==> src/rtl/msgfrag_pkg.sv <==
// shared types and constants of the message fragmenter
package msgfrag_pkg;

  // input transaction payload
  typedef struct packed {
    logic [7:0]  payload_byte;
    logic [31:0] message_length;
  } in_item_t;

  // result transaction payload
  typedef struct packed {
    logic [7:0] out_byte;
    logic       fragment_end;
    logic       message_end;
    logic       run_last;
  } out_item_t;

  // controller states
  typedef enum logic [1:0] {
    ST_IDLE,
    ST_DIV,
    ST_HDR,
    ST_PAY
  } state_t;

  // commands from controller to datapath
  typedef struct packed {
    logic accept;
    logic hdr_step;
    logic pay_step;
  } cmd_t;

  // status from datapath to controller
  typedef struct packed {
    logic in_message;
    logic room_zero;
    logic div_done;
    logic hdr_last;
    logic out_free;
  } status_t;

  // configuration register indexes
  localparam logic REG_MAX_SIZE = 1'b0;
  localparam logic REG_MSG_NUM  = 1'b1;

  // register reset values
  localparam logic [15:0] MAX_SIZE_RST = 16'd4096;
  localparam logic [31:0] MSG_NUM_RST  = 32'd0;

  // fragment size floor and header lengths
  localparam logic [15:0] MIN_FRAG      = 16'd13;
  localparam logic [15:0] HDR_SHORT_LEN = 16'd8;
  localparam logic [15:0] HDR_LONG_LEN  = 16'd12;
  localparam logic [32:0] COUNT_WORD_LEN = 33'd4;

  // divider sizing: numerator len + 4 + div - 1 fits in 33 bits
  localparam int NUM_W  = 33;
  localparam int DIV_W  = 16;
  localparam int STEP_W = $clog2(NUM_W);

endpackage

==> src/rtl/msgfrag_div.sv <==
// restoring radix-2 divider for the fragment count, one quotient bit per cycle
module msgfrag_div (
  input  logic                           clk,
  input  logic                           rst_n,
  input  logic                           start,
  input  logic [msgfrag_pkg::NUM_W-1:0]  numer,
  input  logic [msgfrag_pkg::DIV_W-1:0]  denom,
  output logic                           done,
  output logic [31:0]                    quot
);

  logic                              busy_r;
  logic                              done_r;
  logic [msgfrag_pkg::STEP_W-1:0]    step_r;
  logic [msgfrag_pkg::NUM_W-1:0]     num_r;
  logic [msgfrag_pkg::DIV_W-1:0]     rem_r;
  logic [msgfrag_pkg::DIV_W-1:0]     den_r;
  logic [msgfrag_pkg::DIV_W:0]       trial;
  logic                              q_bit;
  logic                              last_step;

  // trial subtract of the shifted remainder
  always_comb begin
    trial     = {rem_r, num_r[msgfrag_pkg::NUM_W-1]};
    q_bit     = (trial >= {1'b0, den_r});
    last_step = (step_r == msgfrag_pkg::STEP_W'(msgfrag_pkg::NUM_W - 1));
  end

  // control
  always_ff @(posedge clk) begin
    if (!rst_n) begin
      busy_r <= 1'b0;
      done_r <= 1'b0;
      step_r <= '0;
    end else begin
      done_r <= busy_r && last_step;
      if (start) begin
        busy_r <= 1'b1;
        step_r <= '0;
      end else if (busy_r) begin
        if (last_step) busy_r <= 1'b0;
        step_r <= step_r + 1'b1;
      end
    end
  end

  // datapath: quotient bits shift in at the bottom of the numerator
  always_ff @(posedge clk) begin
    if (start) begin
      num_r <= numer;
      rem_r <= '0;
      den_r <= denom;
    end else if (busy_r) begin
      num_r <= {num_r[msgfrag_pkg::NUM_W-2:0], q_bit};
      rem_r <= q_bit ? msgfrag_pkg::DIV_W'(trial - {1'b0, den_r})
                     : trial[msgfrag_pkg::DIV_W-1:0];
    end
  end

  assign done = done_r;
  assign quot = num_r[31:0];

endmodule

==> src/rtl/msgfrag_dp.sv <==
// datapath: config registers, message state, header bytes and output register
module msgfrag_dp (
  input  logic                    clk,
  input  logic                    rst_n,
  input  msgfrag_pkg::in_item_t   in_data,
  input  logic                    out_stall,
  output logic                    out_valid,
  output msgfrag_pkg::out_item_t  out_data,
  input  logic                    cfg_we,
  input  logic                    cfg_index,
  input  logic [31:0]             cfg_wdata,
  input  msgfrag_pkg::cmd_t       cmd,
  output msgfrag_pkg::status_t    status
);

  logic [15:0] max_size_r;
  logic [31:0] msg_num_r;
  logic        in_message_r;
  logic [31:0] bytes_left_r;
  logic [31:0] frag_index_r;
  logic [31:0] frags_total_r;
  logic [15:0] frag_room_r;
  logic [7:0]  byte_r;
  logic [3:0]  hdr_cnt_r;
  logic        out_valid_r;
  msgfrag_pkg::out_item_t out_r;

  logic [15:0] eff_max;
  logic [15:0] div_size;
  logic [31:0] len_eff;
  logic [msgfrag_pkg::NUM_W-1:0] numer;
  logic        div_done;
  logic [31:0] div_quot;
  logic [15:0] hdr_len;
  logic        hdr_last;
  logic [31:0] hdr_word;
  logic [7:0]  hdr_byte;
  logic        msg_end;
  logic        frag_end;
  logic        out_free;

  // effective fragment size and count numerator
  always_comb begin
    eff_max  = (max_size_r < msgfrag_pkg::MIN_FRAG) ? msgfrag_pkg::MIN_FRAG : max_size_r;
    div_size = eff_max - msgfrag_pkg::HDR_SHORT_LEN;
    len_eff  = (in_data.message_length == 32'd0) ? 32'd1 : in_data.message_length;
    numer    = {1'b0, len_eff} + msgfrag_pkg::COUNT_WORD_LEN
             + {17'b0, div_size} - 33'd1;
  end

  msgfrag_div u_div (
    .clk   (clk),
    .rst_n (rst_n),
    .start (cmd.accept && !in_message_r),
    .numer (numer),
    .denom (div_size),
    .done  (div_done),
    .quot  (div_quot)
  );

  // header byte selection
  always_comb begin
    hdr_len  = (frag_index_r == 32'd1) ? msgfrag_pkg::HDR_LONG_LEN
                                       : msgfrag_pkg::HDR_SHORT_LEN;
    hdr_last = ({12'b0, hdr_cnt_r} == hdr_len - 16'd1);
    unique case (hdr_cnt_r[3:2])
      2'd0:    hdr_word = msg_num_r;
      2'd1:    hdr_word = frag_index_r;
      default: hdr_word = frags_total_r;
    endcase
    hdr_byte = hdr_word[{hdr_cnt_r[1:0], 3'b000} +: 8];
  end

  // payload byte flags
  always_comb begin
    msg_end  = (bytes_left_r == 32'd1);
    frag_end = msg_end || (frag_room_r == 16'd1);
    out_free = !out_valid_r || !out_stall;
  end

  // configuration registers
  always_ff @(posedge clk) begin
    if (!rst_n) begin
      max_size_r <= msgfrag_pkg::MAX_SIZE_RST;
      msg_num_r  <= msgfrag_pkg::MSG_NUM_RST;
    end else if (cfg_we) begin
      unique case (cfg_index)
        msgfrag_pkg::REG_MAX_SIZE: max_size_r <= cfg_wdata[15:0];
        msgfrag_pkg::REG_MSG_NUM:  msg_num_r  <= cfg_wdata;
      endcase
    end
  end

  // message state
  always_ff @(posedge clk) begin
    if (!rst_n) begin
      in_message_r  <= 1'b0;
      bytes_left_r  <= '0;
      frag_index_r  <= 32'd1;
      frags_total_r <= '0;
      frag_room_r   <= '0;
      hdr_cnt_r     <= '0;
    end else begin
      if (cmd.accept && !in_message_r) begin
        in_message_r <= 1'b1;
        bytes_left_r <= len_eff;
        frag_index_r <= 32'd1;
        frag_room_r  <= '0;
      end
      if (div_done) frags_total_r <= div_quot;
      if (cmd.hdr_step) begin
        hdr_cnt_r <= hdr_last ? 4'd0 : hdr_cnt_r + 4'd1;
        if (hdr_last) frag_room_r <= eff_max - hdr_len;
      end
      if (cmd.pay_step) begin
        bytes_left_r <= bytes_left_r - 32'd1;
        frag_room_r  <= frag_end ? 16'd0 : frag_room_r - 16'd1;
        if (msg_end) begin
          in_message_r <= 1'b0;
          frag_index_r <= 32'd1;
        end else if (frag_end) begin
          frag_index_r <= frag_index_r + 32'd1;
        end
      end
    end
  end

  // item byte latch
  always_ff @(posedge clk) begin
    if (cmd.accept) byte_r <= in_data.payload_byte;
  end

  // output register
  always_ff @(posedge clk) begin
    if (!rst_n) begin
      out_valid_r <= 1'b0;
    end else if (cmd.hdr_step || cmd.pay_step) begin
      out_valid_r <= 1'b1;
    end else if (!out_stall) begin
      out_valid_r <= 1'b0;
    end
  end

  always_ff @(posedge clk) begin
    if (cmd.hdr_step) begin
      out_r.out_byte     <= hdr_byte;
      out_r.fragment_end <= 1'b0;
      out_r.message_end  <= 1'b0;
      out_r.run_last     <= 1'b0;
    end else if (cmd.pay_step) begin
      out_r.out_byte     <= byte_r;
      out_r.fragment_end <= frag_end;
      out_r.message_end  <= msg_end;
      out_r.run_last     <= 1'b1;
    end
  end

  assign out_valid = out_valid_r;
  assign out_data  = out_r;

  // status to controller
  always_comb begin
    status.in_message = in_message_r;
    status.room_zero  = (frag_room_r == 16'd0);
    status.div_done   = div_done;
    status.hdr_last   = hdr_last;
    status.out_free   = out_free;
  end

endmodule

==> src/rtl/msgfrag_ctrl.sv <==
// controller state machine sequencing accept, count division, header and payload
module msgfrag_ctrl (
  input  logic                  clk,
  input  logic                  rst_n,
  input  logic                  in_valid,
  output logic                  in_stall,
  input  msgfrag_pkg::status_t  status,
  output msgfrag_pkg::cmd_t     cmd
);

  msgfrag_pkg::state_t state_r;
  msgfrag_pkg::state_t state_nxt;

  // state register
  always_ff @(posedge clk) begin
    if (!rst_n) begin
      state_r <= msgfrag_pkg::ST_IDLE;
    end else begin
      state_r <= state_nxt;
    end
  end

  // next state
  always_comb begin
    state_nxt = state_r;
    unique case (state_r)
      msgfrag_pkg::ST_IDLE: begin
        if (in_valid) begin
          if (!status.in_message)    state_nxt = msgfrag_pkg::ST_DIV;
          else if (status.room_zero) state_nxt = msgfrag_pkg::ST_HDR;
          else                       state_nxt = msgfrag_pkg::ST_PAY;
        end
      end
      msgfrag_pkg::ST_DIV: begin
        if (status.div_done) state_nxt = msgfrag_pkg::ST_HDR;
      end
      msgfrag_pkg::ST_HDR: begin
        if (status.out_free && status.hdr_last) state_nxt = msgfrag_pkg::ST_PAY;
      end
      msgfrag_pkg::ST_PAY: begin
        if (status.out_free) state_nxt = msgfrag_pkg::ST_IDLE;
      end
      default: state_nxt = msgfrag_pkg::ST_IDLE;
    endcase
  end

  // outputs
  always_comb begin
    in_stall     = (state_r != msgfrag_pkg::ST_IDLE);
    cmd.accept   = (state_r == msgfrag_pkg::ST_IDLE) && in_valid;
    cmd.hdr_step = (state_r == msgfrag_pkg::ST_HDR) && status.out_free;
    cmd.pay_step = (state_r == msgfrag_pkg::ST_PAY) && status.out_free;
  end

endmodule

==> src/rtl/message_fragmenter.sv <==
// top level of the message fragmenter: controller, datapath and checks
// a byte in an open fragment goes from the accept via the payload state to the output
//   register, held while the output stalls; one that opens a later fragment adds 8
//   header bytes, the first of a message the bit-serial divider and 12 header bytes
// one item at a time: in_stall holds until its payload byte enters the output register
// reset (synchronous, rst_n low): idle, no message open, registers back to 4096 and 0
module message_fragmenter (
  input  logic                    clk,
  input  logic                    rst_n,
  input  logic                    in_valid,
  output logic                    in_stall,
  input  msgfrag_pkg::in_item_t   in_data,
  output logic                    out_valid,
  input  logic                    out_stall,
  output msgfrag_pkg::out_item_t  out_data,
  input  logic                    cfg_we,
  input  logic                    cfg_index,
  input  logic [31:0]             cfg_wdata
);

  msgfrag_pkg::cmd_t    cmd;
  msgfrag_pkg::status_t status;

  // sequencing
  msgfrag_ctrl u_ctrl (
    .clk      (clk),
    .rst_n    (rst_n),
    .in_valid (in_valid),
    .in_stall (in_stall),
    .status   (status),
    .cmd      (cmd)
  );

  // message state and byte path
  msgfrag_dp u_dp (
    .clk       (clk),
    .rst_n     (rst_n),
    .in_data   (in_data),
    .out_stall (out_stall),
    .out_valid (out_valid),
    .out_data  (out_data),
    .cfg_we    (cfg_we),
    .cfg_index (cfg_index),
    .cfg_wdata (cfg_wdata),
    .cmd       (cmd),
    .status    (status)
  );

  // one transaction at a time: stall rises right after an accept
  assert property (@(posedge clk) disable iff (!rst_n)
    in_valid && !in_stall |=> in_stall)
    else $error("input accepted on consecutive cycles");

  // header bytes carry no end flags
  assert property (@(posedge clk) disable iff (!rst_n)
    out_valid && !out_data.run_last |-> !out_data.fragment_end && !out_data.message_end)
    else $error("end flag on a header byte");

  // message end always closes the fragment
  assert property (@(posedge clk) disable iff (!rst_n)
    out_valid && out_data.message_end |-> out_data.fragment_end)
    else $error("message end without fragment end");

  // accept, header and payload steps never overlap
  assert property (@(posedge clk) disable iff (!rst_n)
    $onehot0({cmd.accept, cmd.hdr_step, cmd.pay_step}))
    else $error("controller issued overlapping commands");

endmodule

==> config.mk <==
export PLATFORM = sky130hd
export DESIGN_NAME = message_fragmenter
export DESIGN_NICKNAME = d
export VERILOG_FILES = /design/src/rtl/msgfrag_pkg.sv /design/src/rtl/msgfrag_div.sv /design/src/rtl/msgfrag_dp.sv /design/src/rtl/msgfrag_ctrl.sv /design/src/rtl/message_fragmenter.sv
export SDC_FILE = /design/constraint.sdc
export NUM_CORES = 1
export LEC_CHECK = 0
export BUFFER_PORTS_ARGS = -buffer_cell sky130_fd_sc_hd__buf_2
export CAP_MARGIN = 20
export CORE_MARGIN = 5
export CORE_UTILIZATION = 45
export DETAILED_ROUTE_END_ITERATION = 8
export GPL_ROUTABILITY_DRIVEN = 0
export PLACE_DENSITY = 0.6
export SLEW_MARGIN = 5
export SYNTH_ARGS = -nofsm -noshare
export SYNTH_HDL_FRONTEND = slang
export SYNTH_SLANG_ARGS = --single-unit
==> constraint.sdc <==
create_clock -name clk -period 4.7 [get_ports clk]
set_input_delay 0.94 -clock clk [delete_from_list [all_inputs] [get_ports clk]]
set_output_delay 0.94 -clock clk [all_outputs]
set_load 0.05 [all_outputs]
==> run_results.csv <==
group,metric,value,unit
status,status,"complete, no violations",
die,num_rows,66,
critical_path,ff2ff_path_depth,21,
critical_path,crit_path_start,"u_dp.max_size_r[7]$_SDFFE_PN0P_",
clock_tree,cts_sinks,260,
yosys,async_reset_ff_share,0,%
die,dieArea,36740,um2
drt,wl,47.32,mm
grt,grt_max_degree,86,
critical_path,worstPathCellList,"nor4_2, nand2_1, nor3_1, or2_2, inv_1, ha_1, nand2b_1, nor3_2, nand2_1, nor2_1, xor2_2, ha_1, ha_1, nand4_1, nor2_1, a221oi_1, a21boi_1, buf_4, o2111ai_1, xor2_1, o21ai_0",
yosys,netlist_top_cells_area,"dfxtp_1 (26%), edfxtp_1 (13%), nand2_1 (6.3%), ha_1 (5.6%), mux2i_1 (5.1%)",
timing,min_period_over_period,93.43,%
final_layout,multi_input_area,8383,um2
drt,dr.pass1.iters,5,
final_layout,syn_to_final_growth,12.91,%
placed_design,dpl.hpwl,34.91,mm
yosys,synth_edf_count,65,
yosys,syn_area_per_cell,8.373,um2
critical_path,cpLargestDelayFamily,"simple AND/OR/NAND/NOR gates",
clock_tree,cts_buffer_depth,3,
grt,grt.total_usage,25.00,%
yosys,syn-cell-area,14850,um2
hold_path,hold_start,"u_dp.msg_num_r[15]$_SDFFE_PN0P_",
critical_path,end_kind,"flip-flop",
final_layout,drive_above_1_share,12.13,%
critical_path,critPathLaunchType,"flip-flop",
final_layout,n_fill_cell,3163,
placed_design,dp.cells,2230,
timing,fin_crit,4391,ps
yosys,synth_top_area_share,26.28,%
clock_tree,htree_levels,1,
clock_tree,cts_tree,"built",
grt,overflow,0,
drt,vias_per_cell,5.851,
timing,max_freq,227.7,MHz
yosys,synth-seq-area-share,39.42,%
power,vdd_ir_drop_max,392.3,uV
power,leakage,6.223,nW
timing,hold_viol_final,0,
power,powerDensity,516.6,nW/um2
clock_tree,clock-root-buffer,"clkbuf_16",
critical_path,cp_slowest_stage_delay,400,ps
timing,finalSetupTns,0,ps
clock_tree,cts_resized,0,
critical_path,cp_data_arrival_time,4690,ps
drt,dr.first_iter.drc_count,1001,
critical_path,reg2reg_slack,310,ps
critical_path,cp_slowest_cell,"dfxtp_2",
yosys,ys_types,72,
hold_path,holdCritPathClass,"flip-flop to flip-flop",
die,die_w,191.7,um
drt,wl_per_cell,20.65,um
drt,drtAntennaViolNets,0,
die,core_area,32540,um2
critical_path,required,5000,ps
grt,grt_pass1_wl,72.86,mm
die,start_util,45.65,%
yosys,synth_cells,1774,
placed_design,port_buffers,90,
grt,grt_pass1_vias,12610,
final_layout,final_cells,2291,
yosys,ys_seq_elements,260,
yosys,synth_nets,1920,
clock_tree,cts_setup_buffers,0,
clock_tree,clk_pin_slew,60,ps
critical_path,cp_max_fo,8,
yosys,synth_ff_type,"dfxtp_1",
yosys,ys_warn_count,0,
critical_path,rr_endpoint,"u_dp.u_div.num_r[29]$_DFFE_PP_",
drt,vias,13410,
die,die_height,191.7,um
grt,antenna_found_initial,9,
timing,skew,16.24,ps
final_layout,final_nets,1968,
timing,maxSlewHeadroom,24.38,%
critical_path,cp.depth,21,
timing,maxSlewViolCount,0,
die,ioPinCount,91,
job,maxCapViolCount,0,
timing,setup_viol,0,
final_layout,seqCellArea,5861,um2
clock_tree,clk_latency,570,ps
drt,drc,0,
critical_path,cpMostUsedCell,"ha_1",
critical_path,critPathBufInv,2,
clock_tree,ctsHoldBuffers,0,
critical_path,crit_type,"flip-flop to flip-flop",
critical_path,r2r-start,"u_dp.max_size_r[7]$_SDFFE_PN0P_",
hold_path,worstHoldPathCells,2,
timing,worst_pin_slew,1134,ps
yosys,yosysTopAreaCell,"dfxtp_1",
clock_tree,cts_made_buffers,30,
critical_path,endpoint,"u_dp.u_div.num_r[29]$_DFFE_PP_",
## report_power, final
group	switching [mW]	total (mW)	internal (mW)	leakage (nW)
registers	0.375	3.21	2.84	2.21
logic	1.97	3.14	1.17	3.54
clock network	0.958	2.31	1.35	0.474
## Yosys cell counts, drive strengths merged, types with 8 or more instances
cell / count
a211oi: 21
a21oi: 129
a22oi: 14
a311oi: 13
a31oi: 35
a32oi: 8
and2: 13
and3: 20
buf: 17
clkbuf: 97
dfxtp: 195
edfxtp: 65
ha: 66
inv: 58
mux2i: 75
mux4: 8
nand2: 249
nand3: 32
nand4: 20
nor2: 175
nor2b: 13
nor3: 46
nor4: 37
o211ai: 12
o21ai: 141
o22ai: 17
or2: 9
or3: 9
or4: 13
xnor2: 37
xor2: 40
## cell usage in the layout (no fill, tap or decap), drive strengths merged, types with 8 or more instances in the layout
cell    count
inv        57
a211oi     21
edfxtp     65
nor2      175
a21oi     129
o21ai     141
nor3       46
ha         66
dfxtp     195
o22ai      17
nand2     249
nand3      32
nand4      20
clkinv     11
o211ai     12
or3         9
or2         9
nor4       37
a31oi      35
or4        13
mux4        8
mux2i      75
a32oi       8
xor2       40
buf       130
clkbuf     44
nor2b      13
and3       20
xnor2      37
and2       13
a311oi     13
a22oi      14
## area by class of cell
cell class | count | share of cell area (%)
Antenna cell | 3 | 0.04477
Clock buffer | 44 | 5.029
Clock inverter | 12 | 0.7237
Inverter | 58 | 1.306
Multi-Input combinational cell | 1342 | 49.99
Sequential cell | 260 | 34.95
Tap cell | 442 | 3.298
Timing Repair Buffer | 130 | 4.663
## layer usage
metal | vias up | share of wire, % | track usage, %
li1 | 6499 | - | -
met1 | 6385 | 44 | 34.91
met3 | 79 | 7.3 | 4.689
met2 | 430 | 45 | 39.75
met4 | 12 | 2.8 | 7.017
met5 | - | 0.13 | 0
## kinds of logic (layout without fill, tap and decap cells)
family,after synthesis,after routing,share of synthesized area [%]
flip-flops,260,260,39.42
other,0,3,0
XOR/XNOR,77,77,4.540
multiplexers,85,85,6.419
buffers and inverters,172,244,4.431
AO/OA/AOI/OAI,454,454,18.74
adder cells (fa/ha/maj),68,68,5.829
AND/OR/NAND/NOR,658,658,20.61
## per-stage QoR
stage | power (mW) | worst slack [ps] | hold slack [ps] | instance area (um2) | util (%)
2_1_floorplan | 5.404 | 393.7 | 435.7 | 14850 | -
3_3_place_gp | 6.311 | 338.4 | 443.6 | 15710 | 48.28
3_5_place_dp | 6.348 | 194.1 | 446.1 | 15750 | 48.41
4_1_cts | 8.671 | 164.4 | 454.3 | 16720 | 51.38
5_1_grt | 9.194 | -9.955 | 470.0 | 16770 | 51.53
6_report | 8.664 | 309.0 | 454.8 | 16770 | 51.54
## worst reg2reg max path, cell delays in order (launching register included)
cell and delay (ps):
dfxtp_2 400, nor4_2 60, nand2_1 130, nor3_1 80, or2_2 330, inv_1 160
ha_1 210, nand2b_1 110, nor3_2 170, nand2_1 130, nor2_1 170, xor2_2 240
ha_1 270, ha_1 370, nand4_1 180, nor2_1 80, a221oi_1 290, a21boi_1 100
buf_4 180, o2111ai_1 210, xor2_1 170, o21ai_0 90
## sequential cells by signal (all words and copies together), names as in the netlist, 2 cells and up
register	count
u_ctrl.state_r	2
u_dp.byte_r	8
u_dp.bytes_left_r	32
u_dp.frag_index_r	32
u_dp.frag_room_r	16
u_dp.frags_total_r	32
u_dp.hdr_cnt_r	4
u_dp.max_size_r	16
u_dp.msg_num_r	32
u_dp.out_data	11
u_dp.u_div.den_r	16
u_dp.u_div.num_r	33
u_dp.u_div.rem_r	16
u_dp.u_div.step_r	6
## how the worst min path moves through the flow
| stage | to |
|---|---|
| finish | u_dp.msg_num_r[15]$_SDFFE_PN0P_ |
| global route | u_dp.msg_num_r[15]$_SDFFE_PN0P_ |
| CTS | u_dp.msg_num_r[15]$_SDFFE_PN0P_ |
| detailed placement | u_dp.msg_num_r[15]$_SDFFE_PN0P_ |
| global placement | u_dp.msg_num_r[29]$_SDFFE_PN0P_ |
| floorplan | u_dp.msg_num_r[0]$_SDFFE_PN0P_ |
Power figures use the tool's default switching activity.
